`src/ple_pkg.sv`:
```
// ple_pkg: shared types and codes for the positional list engine
// command modes, result status codes, control and status structs
// no dependencies
package ple_pkg;

    localparam int POS_W  = 6;
    localparam int DATA_W = 32;

    typedef enum logic [2:0] {
        MODE_INSERT = 3'd0,
        MODE_REMOVE = 3'd1,
        MODE_GET    = 3'd2,
        MODE_SIZE   = 3'd3,
        MODE_DUMP   = 3'd4
    } mode_t;

    typedef enum logic [1:0] {
        STATUS_OK    = 2'd0,
        STATUS_RANGE = 2'd1,
        STATUS_FULL  = 2'd2,
        STATUS_EMPTY = 2'd3
    } status_t;

    typedef enum logic [2:0] {
        OUT_RANGE,
        OUT_FULL,
        OUT_EMPTY,
        OUT_SIZE,
        OUT_READ
    } out_sel_t;

    typedef struct packed {
        logic     load_cmd;
        logic     do_insert;
        logic     do_remove;
        logic     rd_pos;
        logic     rd_first;
        logic     rd_next;
        logic     out_load;
        out_sel_t out_sel;
        logic     out_last;
    } ple_cmd_t;

    typedef struct packed {
        mode_t mode;
        logic  pos_gt_count;
        logic  pos_ge_count;
        logic  full;
        logic  empty;
        logic  dump_last;
        logic  out_free;
    } ple_stat_t;

endpackage

```
`src/ple_ctrl.sv`:
```
// ple_ctrl: command sequencer for the positional list engine
// decodes the latched command and steps the datapath through it
// depends on ple_pkg
module ple_ctrl
    import ple_pkg::*;
(
    input  logic      clk,
    input  logic      rst_n,
    input  logic      in_valid,
    output logic      in_stall,
    input  ple_stat_t stat,
    output ple_cmd_t  cmd
);

    typedef enum logic [1:0] {
        S_IDLE,
        S_EXEC,
        S_EMIT
    } state_t;

    state_t state_reg, state_next;
    logic   single_reg, single_next;

    always_comb
    begin
        cmd         = '0;
        cmd.out_sel = OUT_READ;
        state_next  = state_reg;
        single_next = single_reg;
        case (state_reg)
            S_IDLE:
            begin
                if (in_valid)
                begin
                    cmd.load_cmd = 1'b1;
                    state_next   = S_EXEC;
                end
            end
            S_EXEC:
            begin
                case (stat.mode)
                    MODE_INSERT:
                    begin
                        if (stat.pos_gt_count || stat.full)
                        begin
                            if (stat.out_free)
                            begin
                                cmd.out_load = 1'b1;
                                cmd.out_sel  = stat.pos_gt_count ? OUT_RANGE : OUT_FULL;
                                cmd.out_last = 1'b1;
                                state_next   = S_IDLE;
                            end
                        end
                        else
                        begin
                            cmd.do_insert = 1'b1;
                            state_next    = S_IDLE;
                        end
                    end
                    MODE_REMOVE:
                    begin
                        if (stat.pos_ge_count)
                        begin
                            if (stat.out_free)
                            begin
                                cmd.out_load = 1'b1;
                                cmd.out_sel  = OUT_RANGE;
                                cmd.out_last = 1'b1;
                                state_next   = S_IDLE;
                            end
                        end
                        else
                        begin
                            cmd.do_remove = 1'b1;
                            state_next    = S_IDLE;
                        end
                    end
                    MODE_GET:
                    begin
                        if (stat.pos_ge_count)
                        begin
                            if (stat.out_free)
                            begin
                                cmd.out_load = 1'b1;
                                cmd.out_sel  = OUT_RANGE;
                                cmd.out_last = 1'b1;
                                state_next   = S_IDLE;
                            end
                        end
                        else
                        begin
                            cmd.rd_pos  = 1'b1;
                            single_next = 1'b1;
                            state_next  = S_EMIT;
                        end
                    end
                    MODE_SIZE:
                    begin
                        if (stat.out_free)
                        begin
                            cmd.out_load = 1'b1;
                            cmd.out_sel  = OUT_SIZE;
                            cmd.out_last = 1'b1;
                            state_next   = S_IDLE;
                        end
                    end
                    MODE_DUMP:
                    begin
                        if (stat.empty)
                        begin
                            if (stat.out_free)
                            begin
                                cmd.out_load = 1'b1;
                                cmd.out_sel  = OUT_EMPTY;
                                cmd.out_last = 1'b1;
                                state_next   = S_IDLE;
                            end
                        end
                        else
                        begin
                            cmd.rd_first = 1'b1;
                            single_next  = 1'b0;
                            state_next   = S_EMIT;
                        end
                    end
                    default:
                    begin
                        state_next = S_IDLE;
                    end
                endcase
            end
            S_EMIT:
            begin
                if (stat.out_free)
                begin
                    cmd.out_load = 1'b1;
                    cmd.out_sel  = OUT_READ;
                    cmd.out_last = single_reg | stat.dump_last;
                    if (single_reg || stat.dump_last)
                    begin
                        state_next = S_IDLE;
                    end
                    else
                    begin
                        cmd.rd_next = 1'b1;
                    end
                end
            end
            default:
            begin
                state_next = S_IDLE;
            end
        endcase
    end

    always_ff @(posedge clk or negedge rst_n)
    begin
        if (!rst_n)
        begin
            state_reg  <= S_IDLE;
            single_reg <= 1'b0;
        end
        else
        begin
            state_reg  <= state_next;
            single_reg <= single_next;
        end
    end

    assign in_stall = (state_reg != S_IDLE);

endmodule

```
`src/ple_datapath.sv`:
```
// ple_datapath: shifting entry cells, count, read register and output register
// executes the commands issued by ple_ctrl and reports list status
// depends on ple_pkg
module ple_datapath
    import ple_pkg::*;
#(
    parameter int DEPTH     = 32,
    parameter int WORD_BITS = 32
)
(
    input  logic                     clk,
    input  logic                     rst_n,
    input  logic [2:0]               mode,
    input  logic [POS_W-1:0]         position,
    input  logic signed [DATA_W-1:0] value,
    input  ple_cmd_t                 cmd,
    output ple_stat_t                stat,
    output logic                     out_valid,
    input  logic                     out_stall,
    output logic signed [DATA_W-1:0] data,
    output logic [1:0]               status,
    output logic                     last
);

    localparam int IDX_W = (DEPTH > 1) ? $clog2(DEPTH) : 1;
    localparam int CNT_W = $clog2(DEPTH + 1);
    localparam int CMP_W = (CNT_W > POS_W) ? CNT_W : POS_W;

    mode_t                       mode_reg;
    logic [POS_W-1:0]            pos_reg;
    logic signed [DATA_W-1:0]    value_reg;
    logic signed [WORD_BITS-1:0] word_in;
    logic signed [WORD_BITS-1:0] entries_reg [DEPTH];
    logic signed [WORD_BITS-1:0] rd_reg;
    logic [CNT_W-1:0]            count_reg, count_next;
    logic [IDX_W-1:0]            idx_reg, idx_next;
    logic [IDX_W-1:0]            idx_inc;
    logic [IDX_W-1:0]            rd_addr;
    logic                        out_valid_reg, out_valid_next;
    logic signed [DATA_W-1:0]    data_reg, data_next;
    status_t                     status_reg, status_next;
    logic                        last_reg;

    always_ff @(posedge clk)
    begin
        if (cmd.load_cmd)
        begin
            mode_reg  <= mode_t'(mode);
            pos_reg   <= position;
            value_reg <= value;
        end
    end

    assign word_in = WORD_BITS'(value_reg);

    for (genvar g = 0; g < DEPTH; g++)
    begin : g_cell
        logic signed [WORD_BITS-1:0] below_w;
        logic signed [WORD_BITS-1:0] above_w;

        if (g > 0)
        begin : g_below
            assign below_w = entries_reg[g-1];
        end
        else
        begin : g_first
            assign below_w = word_in;
        end

        if (g < DEPTH - 1)
        begin : g_above
            assign above_w = entries_reg[g+1];
        end
        else
        begin : g_top
            assign above_w = entries_reg[g];
        end

        always_ff @(posedge clk)
        begin
            if (cmd.do_insert)
            begin
                if (POS_W'(g) == pos_reg)
                begin
                    entries_reg[g] <= word_in;
                end
                else if (POS_W'(g) > pos_reg)
                begin
                    entries_reg[g] <= below_w;
                end
            end
            else if (cmd.do_remove)
            begin
                if (POS_W'(g) >= pos_reg)
                begin
                    entries_reg[g] <= above_w;
                end
            end
        end
    end

    assign idx_inc = IDX_W'(idx_reg + 1'b1);

    always_comb
    begin
        if (cmd.rd_pos)
        begin
            rd_addr = pos_reg[IDX_W-1:0];
        end
        else if (cmd.rd_first)
        begin
            rd_addr = '0;
        end
        else
        begin
            rd_addr = idx_inc;
        end
    end

    always_ff @(posedge clk)
    begin
        if (cmd.rd_pos || cmd.rd_first || cmd.rd_next)
        begin
            rd_reg <= entries_reg[rd_addr];
        end
    end

    always_comb
    begin
        count_next = count_reg;
        if (cmd.do_insert)
        begin
            count_next = count_reg + CNT_W'(1);
        end
        else if (cmd.do_remove)
        begin
            count_next = count_reg - CNT_W'(1);
        end
    end

    always_comb
    begin
        idx_next = idx_reg;
        if (cmd.rd_first)
        begin
            idx_next = '0;
        end
        else if (cmd.rd_next)
        begin
            idx_next = idx_inc;
        end
    end

    assign stat.mode         = mode_reg;
    assign stat.pos_gt_count = CMP_W'(pos_reg) > CMP_W'(count_reg);
    assign stat.pos_ge_count = CMP_W'(pos_reg) >= CMP_W'(count_reg);
    assign stat.full         = (count_reg == CNT_W'(DEPTH));
    assign stat.empty        = (count_reg == '0);
    assign stat.dump_last    = ((CNT_W'(idx_reg) + CNT_W'(1)) == count_reg);
    assign stat.out_free     = !out_valid_reg || !out_stall;

    assign out_valid_next = cmd.out_load | (out_valid_reg & out_stall);

    always_comb
    begin
        case (cmd.out_sel)
            OUT_RANGE:
            begin
                data_next   = '0;
                status_next = STATUS_RANGE;
            end
            OUT_FULL:
            begin
                data_next   = '0;
                status_next = STATUS_FULL;
            end
            OUT_EMPTY:
            begin
                data_next   = '0;
                status_next = STATUS_EMPTY;
            end
            OUT_SIZE:
            begin
                data_next   = DATA_W'(count_reg);
                status_next = STATUS_OK;
            end
            OUT_READ:
            begin
                data_next   = DATA_W'(rd_reg);
                status_next = STATUS_OK;
            end
            default:
            begin
                data_next   = '0;
                status_next = STATUS_OK;
            end
        endcase
    end

    always_ff @(posedge clk)
    begin
        if (cmd.out_load)
        begin
            data_reg   <= data_next;
            status_reg <= status_next;
            last_reg   <= cmd.out_last;
        end
    end

    always_ff @(posedge clk or negedge rst_n)
    begin
        if (!rst_n)
        begin
            count_reg     <= '0;
            idx_reg       <= '0;
            out_valid_reg <= 1'b0;
        end
        else
        begin
            count_reg     <= count_next;
            idx_reg       <= idx_next;
            out_valid_reg <= out_valid_next;
        end
    end

    assign out_valid = out_valid_reg;
    assign data      = data_reg;
    assign status    = status_reg;
    assign last      = last_reg;

`ifndef SYNTHESIS
    a_count_bound: assert property (@(posedge clk) disable iff (!rst_n)
        count_reg <= CNT_W'(DEPTH))
        else $error("list count above depth");

    a_load_free: assert property (@(posedge clk) disable iff (!rst_n)
        cmd.out_load |-> (!out_valid_reg || !out_stall))
        else $error("output register overwritten while held");

    a_insert_grow: assert property (@(posedge clk) disable iff (!rst_n)
        cmd.do_insert |=> (count_reg == $past(count_reg) + CNT_W'(1)))
        else $error("insert did not grow the list");

    a_insert_room: assert property (@(posedge clk) disable iff (!rst_n)
        cmd.do_insert |-> (count_reg != CNT_W'(DEPTH)) && !cmd.do_remove)
        else $error("insert into a full list");
`endif

endmodule

```
`src/positional_list_engine.sv`:
```
// positional_list_engine: ordered list of signed words with positional edits
// insert/remove: accepted, executed next cycle, then back to idle for the next command
// get/size: one result, a get via the read register; dump: first entry read, then
// one entry per cycle unless output stalls, set by the entry cells' single read port
// error results for insert/remove are loaded from the execute state once output is free
// reset clears the count and output valid; entry cells are not cleared
module positional_list_engine
    import ple_pkg::*;
#(
    parameter int DEPTH     = 32,
    parameter int WORD_BITS = 32
)
(
    input  logic                     clk,
    input  logic                     rst_n,
    input  logic                     in_valid,
    output logic                     in_stall,
    input  logic [2:0]               mode,
    input  logic [POS_W-1:0]         position,
    input  logic signed [DATA_W-1:0] value,
    output logic                     out_valid,
    input  logic                     out_stall,
    output logic signed [DATA_W-1:0] data,
    output logic [1:0]               status,
    output logic                     last
);

    ple_cmd_t  cmd;
    ple_stat_t stat;

    ple_ctrl u_ctrl (
        .clk      (clk),
        .rst_n    (rst_n),
        .in_valid (in_valid),
        .in_stall (in_stall),
        .stat     (stat),
        .cmd      (cmd)
    );

    ple_datapath #(
        .DEPTH     (DEPTH),
        .WORD_BITS (WORD_BITS)
    ) u_datapath (
        .clk       (clk),
        .rst_n     (rst_n),
        .mode      (mode),
        .position  (position),
        .value     (value),
        .cmd       (cmd),
        .stat      (stat),
        .out_valid (out_valid),
        .out_stall (out_stall),
        .data      (data),
        .status    (status),
        .last      (last)
    );

endmodule
```
`config.mk`:
```
export PLATFORM = sky130hd
export DESIGN_NAME = positional_list_engine
export DESIGN_NICKNAME = d
export VERILOG_FILES = /design/src/ple_pkg.sv /design/src/ple_ctrl.sv /design/src/ple_datapath.sv /design/src/positional_list_engine.sv
export SDC_FILE = /design/constraint.sdc
export NUM_CORES = 2
export LEC_CHECK = 0
export BUFFER_PORTS_ARGS = -buffer_cell sky130_fd_sc_hd__buf_4
export CAP_MARGIN = 20
export CORE_ASPECT_RATIO = 1.1
export CORE_MARGIN = 8
export CORE_UTILIZATION = 60
export DETAILED_ROUTE_END_ITERATION = 7
export GPL_ROUTABILITY_DRIVEN = 0
export GPL_TIMING_DRIVEN = 1
export PLACE_DENSITY = 0.76
export SLEW_MARGIN = 30
export SYNTH_ARGS = -nofsm -noshare
export SYNTH_HDL_FRONTEND = slang
export SYNTH_SLANG_ARGS = --single-unit
```
`constraint.sdc`:
```
create_clock -name clk -period 6.5 [get_ports clk]
set_clock_uncertainty 0.05 [all_clocks]
set_input_delay 1.3 -clock clk [delete_from_list [all_inputs] [get_ports clk]]
set_output_delay 1.3 -clock clk [all_outputs]
set_load 0.005 [all_outputs]
```
Word-level counts from Yosys, hierarchy flattened
Memory sizes are Yosys's and may differ from the RTL's. A register that Yosys moved wholly into a read port is not among the register bits.
Index checks and enable logic that the tools add are counted.

cells by class
  reductions and logical operators = 19
  shift operators = 0
  bitwise logic cells = 67
  add/sub/neg operators = 4
  equal/unequal tests = 48
  mux-type cells = 460
  divide/modulo/power cells = 0
  multiply operators = 0
  magnitude comparators = 66

operators by type and width
  kind                                                                                 count
  32-bit 2-to-1 mux                                                                    64
  1-bit 2-to-1 mux                                                                     366
  5-bit by 6-bit equality test with 1-bit output (first input constant)                16
  5-bit by 6-bit greater-or-equal comparator with 1-bit output (first input constant)  16
  5-bit by 6-bit > comparator with 1-bit output (first input constant)                 16
  1-bit bitwise OR                                                                     66
  32-bit one-hot mux with 2 select lines                                               1
  5-bit 2-to-1 mux                                                                     11
  4-bit by 6-bit equality test with 1-bit output (first input constant)                8
  4-bit by 6-bit greater-or-equal comparator with 1-bit output (first input constant)  8
  4-bit by 6-bit > comparator with 1-bit output (first input constant)                 8
  3-bit by 6-bit equality test with 1-bit output (first input constant)                4
  3-bit by 6-bit greater-or-equal comparator with 1-bit output (first input constant)  4
  3-bit by 6-bit > comparator with 1-bit output (first input constant)                 4
  5-bit one-hot mux with 4 select lines                                                1
  6-bit 2-to-1 mux                                                                     3
  2-bit 2-to-1 mux                                                                     8
  2-bit by 6-bit equality test with 1-bit output (first input constant)                2
  3-bit by 2-bit equality test with 1-bit output (second input constant)               4
  1-bit by 6-bit greater-or-equal comparator with 1-bit output (first input constant)  2
  2-bit by 6-bit greater-or-equal comparator with 1-bit output (first input constant)  2
  1-bit by 6-bit > comparator with 1-bit output (first input constant)                 2
  2-bit by 6-bit > comparator with 1-bit output (first input constant)                 2
  6-bit logical NOT                                                                    2
  other kinds (29)                                                                     44

storage, ports and cells
  register bits = 91
  word-level logic and storage cells = 676
  memory bits (read-only) = 0
  output and inout port bits = 37
  input port bits = 45
  memories kept = 1
  memory bits (writable) = 1024
  bits in latches = 0

memories
  name                    depth  width  rd ports  clocked after memory_dff  write ports  line                text
  u_datapath.entries_reg  32     32     33        1                         32           ple_datapath.sv:33  logic signed [WORD_BITS-1:0] entries_reg [DEPTH];

Depth between registers and ports, before layout
  word-level depth = 9
  depth in mapped cells = 17
  mapped depth without buffers = 14

Cells and area by module
A second synthesis with hierarchy kept.

unflattened totals
  cell total of the unflattened synthesis = 6142
  area, all modules = 65641.7 sq um

modules (own cells, without submodules)
  module        seq. area each (sq um)  area an instance (sq um)  instances  cells an instance
  ple_datapath  34292.9                 65212.5                   1          6085
  ple_ctrl      75.1                    429.2                     1          57

Worst setup path after synthesis
OpenSTA, ideal clock, no wires.

  path type = register -> register
  start = register u_datapath.count_reg[5]
  end = memory u_datapath.entries_reg[2][0] (enable)
  cell stages (with the launch flop) = 11
  arrival = 5.441 ns
  buffers on the path = 2
  period minus slack after synthesis = 5.993 ns
  required time = 5.948 ns
  setup time = 0.502 ns
  setup slack = 0.507 ns
  cell sequence = dfrtp_1 clkbuf_1 inv_1 ha_1 a21o_1 a31oi_2 o21ai_1 nor4b_2 clkbuf_1 nor2_1 nor4_1

RTL lines
  item                    line                 text
  start, declared         ple_datapath.sv:35   logic [CNT_W-1:0] count_reg, count_next;
  start signal, assigned  ple_datapath.sv:220  count_reg <= count_next;
  end, declared           ple_datapath.sv:33

==> impl_metrics.ini <==
[outcome]
outcome = complete, no violations

[global_routing]
grt_antenna_before_repair = 4
grt_max_degree = 185
grt_usage_pct = 32.6
gr-total-overflow = 0
grt_pass1_wl_um = 308000
first_global_vias = 50800

[logic_synthesis]
yosys.area.top_type_share_pct = 52.0
syn_inst = 6572
synthesis.nets = 6632
synth-main-ff-cell = edfxtp_1
synthArstFlopShare_pct = 1.31
synthTopCellsByArea = edfxtp_1, mux2i_1, nand2_1, a21oi_1, o21ai_0
synth-seq-cells = 1147
ys_warn_count = 0
synth_cell_types = 70
synth.avg_cell_area_sq_um = 9.94
seq_area_frac_synth_pct = 52.6
synth_top_cell_by_area = edfxtp_1
synth_edf_count = 1132
netlist_area_sq_um = 65300

[setup_path]
critPathCaptureType = flip-flop
reg2reg_depth = 12
critPathMaxFanout = 33
r2r_end = u_datapath.entries_reg[17][6]
start_kind = flip-flop
cp.required_ps = 6900
slowest_delay_ps = 940
arrival_ps = 5770
crit_slowest_cell = edfxtp_1
r2r-start = u_datapath.pos_reg[1]
r2r_slack_ps = 1130
cp_cell_sequence = ha_1 -> nor2b_1 -> o21ai_0 -> a32o_1 -> nand3_1 -> inv_2 -> and2_2 -> buf_4 -> o211ai_4 -> buf_4 -> mux2i_1 -> o21ai_0
path_class = reg -> reg

[power]
p_per_area_nw_per_um2 = 386
power_uw = 27600
ir_drop_mv = 0.535
power_leakage_uw = 0.0280

[final_layout]
finalInstanceArea_sq_um = 71300
largest_reg_flops = 1024
fin_nets = 6400
drive_gt1_share_pct = 9.42
syn2layout_area_growth_pct = 9.14

[clock_tree]
cts_setup_buffers = 0
clk_path_buf_depth = 3
clkTransAtPathRegs_ps = 60
cts_hold_buf = 0
insertion_delay_ps = 730
cts_tree = done
cts_resized = 0
root_buffer = clkbuf_16
h-tree-depth = 3
clock-sinks = 1147
numCtsBuffers = 119

[routing]
vias = 53600
ant_nets = 0
vias_per_cell = 6.82
drt_first_pass_iters = 6
drt_wl_total_um = 201000
drc = 0
drt_iter0_markers = 7705
avgRoutedWirePerCell_um = 25.6

[floorplanning]
rows = 127
core_region_area_sq_um = 109000
dieWidth_um = 331
ios = 82
die_height_um = 362
start_util_pct = 60.2
die-area_sq_um = 120000

[job]
maxCapViolCount = 0

[sta]
period_needed_ps = 5370
relSlewSlack_pct = 26.8
setup_viol = 0
report.final.hold_viol_count = 0
fmaxAchievable_mhz = 186
tightest_slew_ps = 1100
rsz0062_at_grt = false
finalCritPeriodShare_pct = 82.7
setup_tns_ps = 0
timing.final.ws_setup_ps = 1130
drv_slew = 0

[place]
hpwlAfterDp_um = 128000
dp_slack_ps = 1190
numPortBuffers = 81
placed_area_sq_um = 67200

[hold_path]
holdCritPathClass = in -> async
[critical path: cells and delay by family, from the launching register on]
kind | cells | cell delay [ps]
buf+inv | 3 | 1570
simple gates | 3 | 1150
flops | 1 | 940
compound gates | 4 | 660
fa+ha+maj | 1 | 410
mux | 1 | 240
[cells by family (layout without fill, tap and decap cells)]
kind of cell	after synthesis	count (layout)	share of synthesized area, %
other cells	0	1	0
fa+ha+maj	16	16	0.314
compound gates	1569	1569	13.6
xor+xnor	16	16	0.214
buf+inv	619	489	4.00
flops	1147	1147	52.6
mux	1034	1034	16.0
simple gates	2171	2171	13.3
[worst max path at each step]
| stage | from | to | slack [ps] | cells after the start |
|---|---|---|---|---|
| final | u_datapath.pos_reg[1] | u_datapath.entries_reg[17][6] | 1130 | 12 |
| after global routing | u_datapath.pos_reg[1] | u_datapath.entries_reg[17][8] | 880 | 12 |
| after CTS | u_datapath.pos_reg[2] | u_datapath.entries_reg[0][14] | 1180 | 9 |
| after detailed placement | u_datapath.pos_reg[2] | u_datapath.entries_reg[0][8] | 1190 | 9 |
| after global placement | u_datapath.pos_reg[1] | u_datapath.entries_reg[0][12] | 1290 | 9 |
| after floorplan | u_datapath.count_reg[5] | u_datapath.entries_reg[2][0] | 510 | 10 |
[cell usage after synthesis, types with 3 or more instances]
cell type and instances:
a22o_1 6, o21ai_0 500, xnor2_1 12, a21o_1 5
mux2i_1 966, nand2b_1 6, mux2_2 66, and3_1 3
a32oi_1 194, nand4_1 4, o21bai_1 3, a211oi_1 3
o22ai_1 64, o21a_1 4, or3_1 5, o21ai_1 31
nor3_1 11, or2_2 7, edfxtp_1 1132, inv_1 16
xor2_1 4, buf_6 5, buf_2 134, buf_4 23
clkbuf_1 431, nand3_1 140, buf_1 8, nand2_1 1398
nor2_1 505, nor4_1 35, ha_1 14, dfrtp_1 15
and2_1 39, a21oi_1 674, a31oi_1 65
[through the flow]
stage	cells	hold slack (ps)	util (%)
after global placement	7624	403	61.8
after global routing	7861	400	65.7
after floorplan	6572	391	-
after CTS	7856	362	65.6
final	7862	382	65.7
after detailed placement	7633	410	62.0
[layout by cell type, fill, tap and decap left out, types with 13 or more instances in the layout]
master,count
nand2_1,1378
edfxtp_1,1132
mux2i_1,965
a21oi_1,663
o21ai_0,499
nor2_1,476
buf_4,223
a32oi_1,194
nand3_1,136
clkbuf_16,124
mux2_2,66
a31oi_1,65
o22ai_1,64
and2_1,35
nor4_1,34
nor2_4,30
o21ai_1,27
clkinv_2,26
clkbuf_1,22
clkinv_1,22
nand2_2,20
inv_1,16
dfrtp_1,15
ha_1,14
bufinv_16,13
[report_power, final]
group | switching, uW | leakage [uW] | internal [uW]
Clock | 3030 | 0.00193 | 4030
Combinational | 7350 | 0.0157 | 3430
Sequential | 450 | 0.0104 | 9280
[per-layer routing]
layer / wire length (um) / vias to the layer above / track usage, %
met2: 90900 / 3735 / 50.5
met5: 32 / - / 0
met3: 23800 / 560 / 6.48
li1: - / 23500 / -
met1: 78000 / 25800 / 44.8
met4: 8240 / 6 / 13.5
[area by class of cell]
type	count	area, sq um
timing repair buffer	248	2140
clock inverter	73	707
tap	1419	1780
sequential	1147	34400
multi-input combinational	4806	29000
fill	8390	37200
antenna	1	2.50
inverter	18	67.6
clock buffer	150	3240
Note: power is estimated with default switching activity, not from simulation.
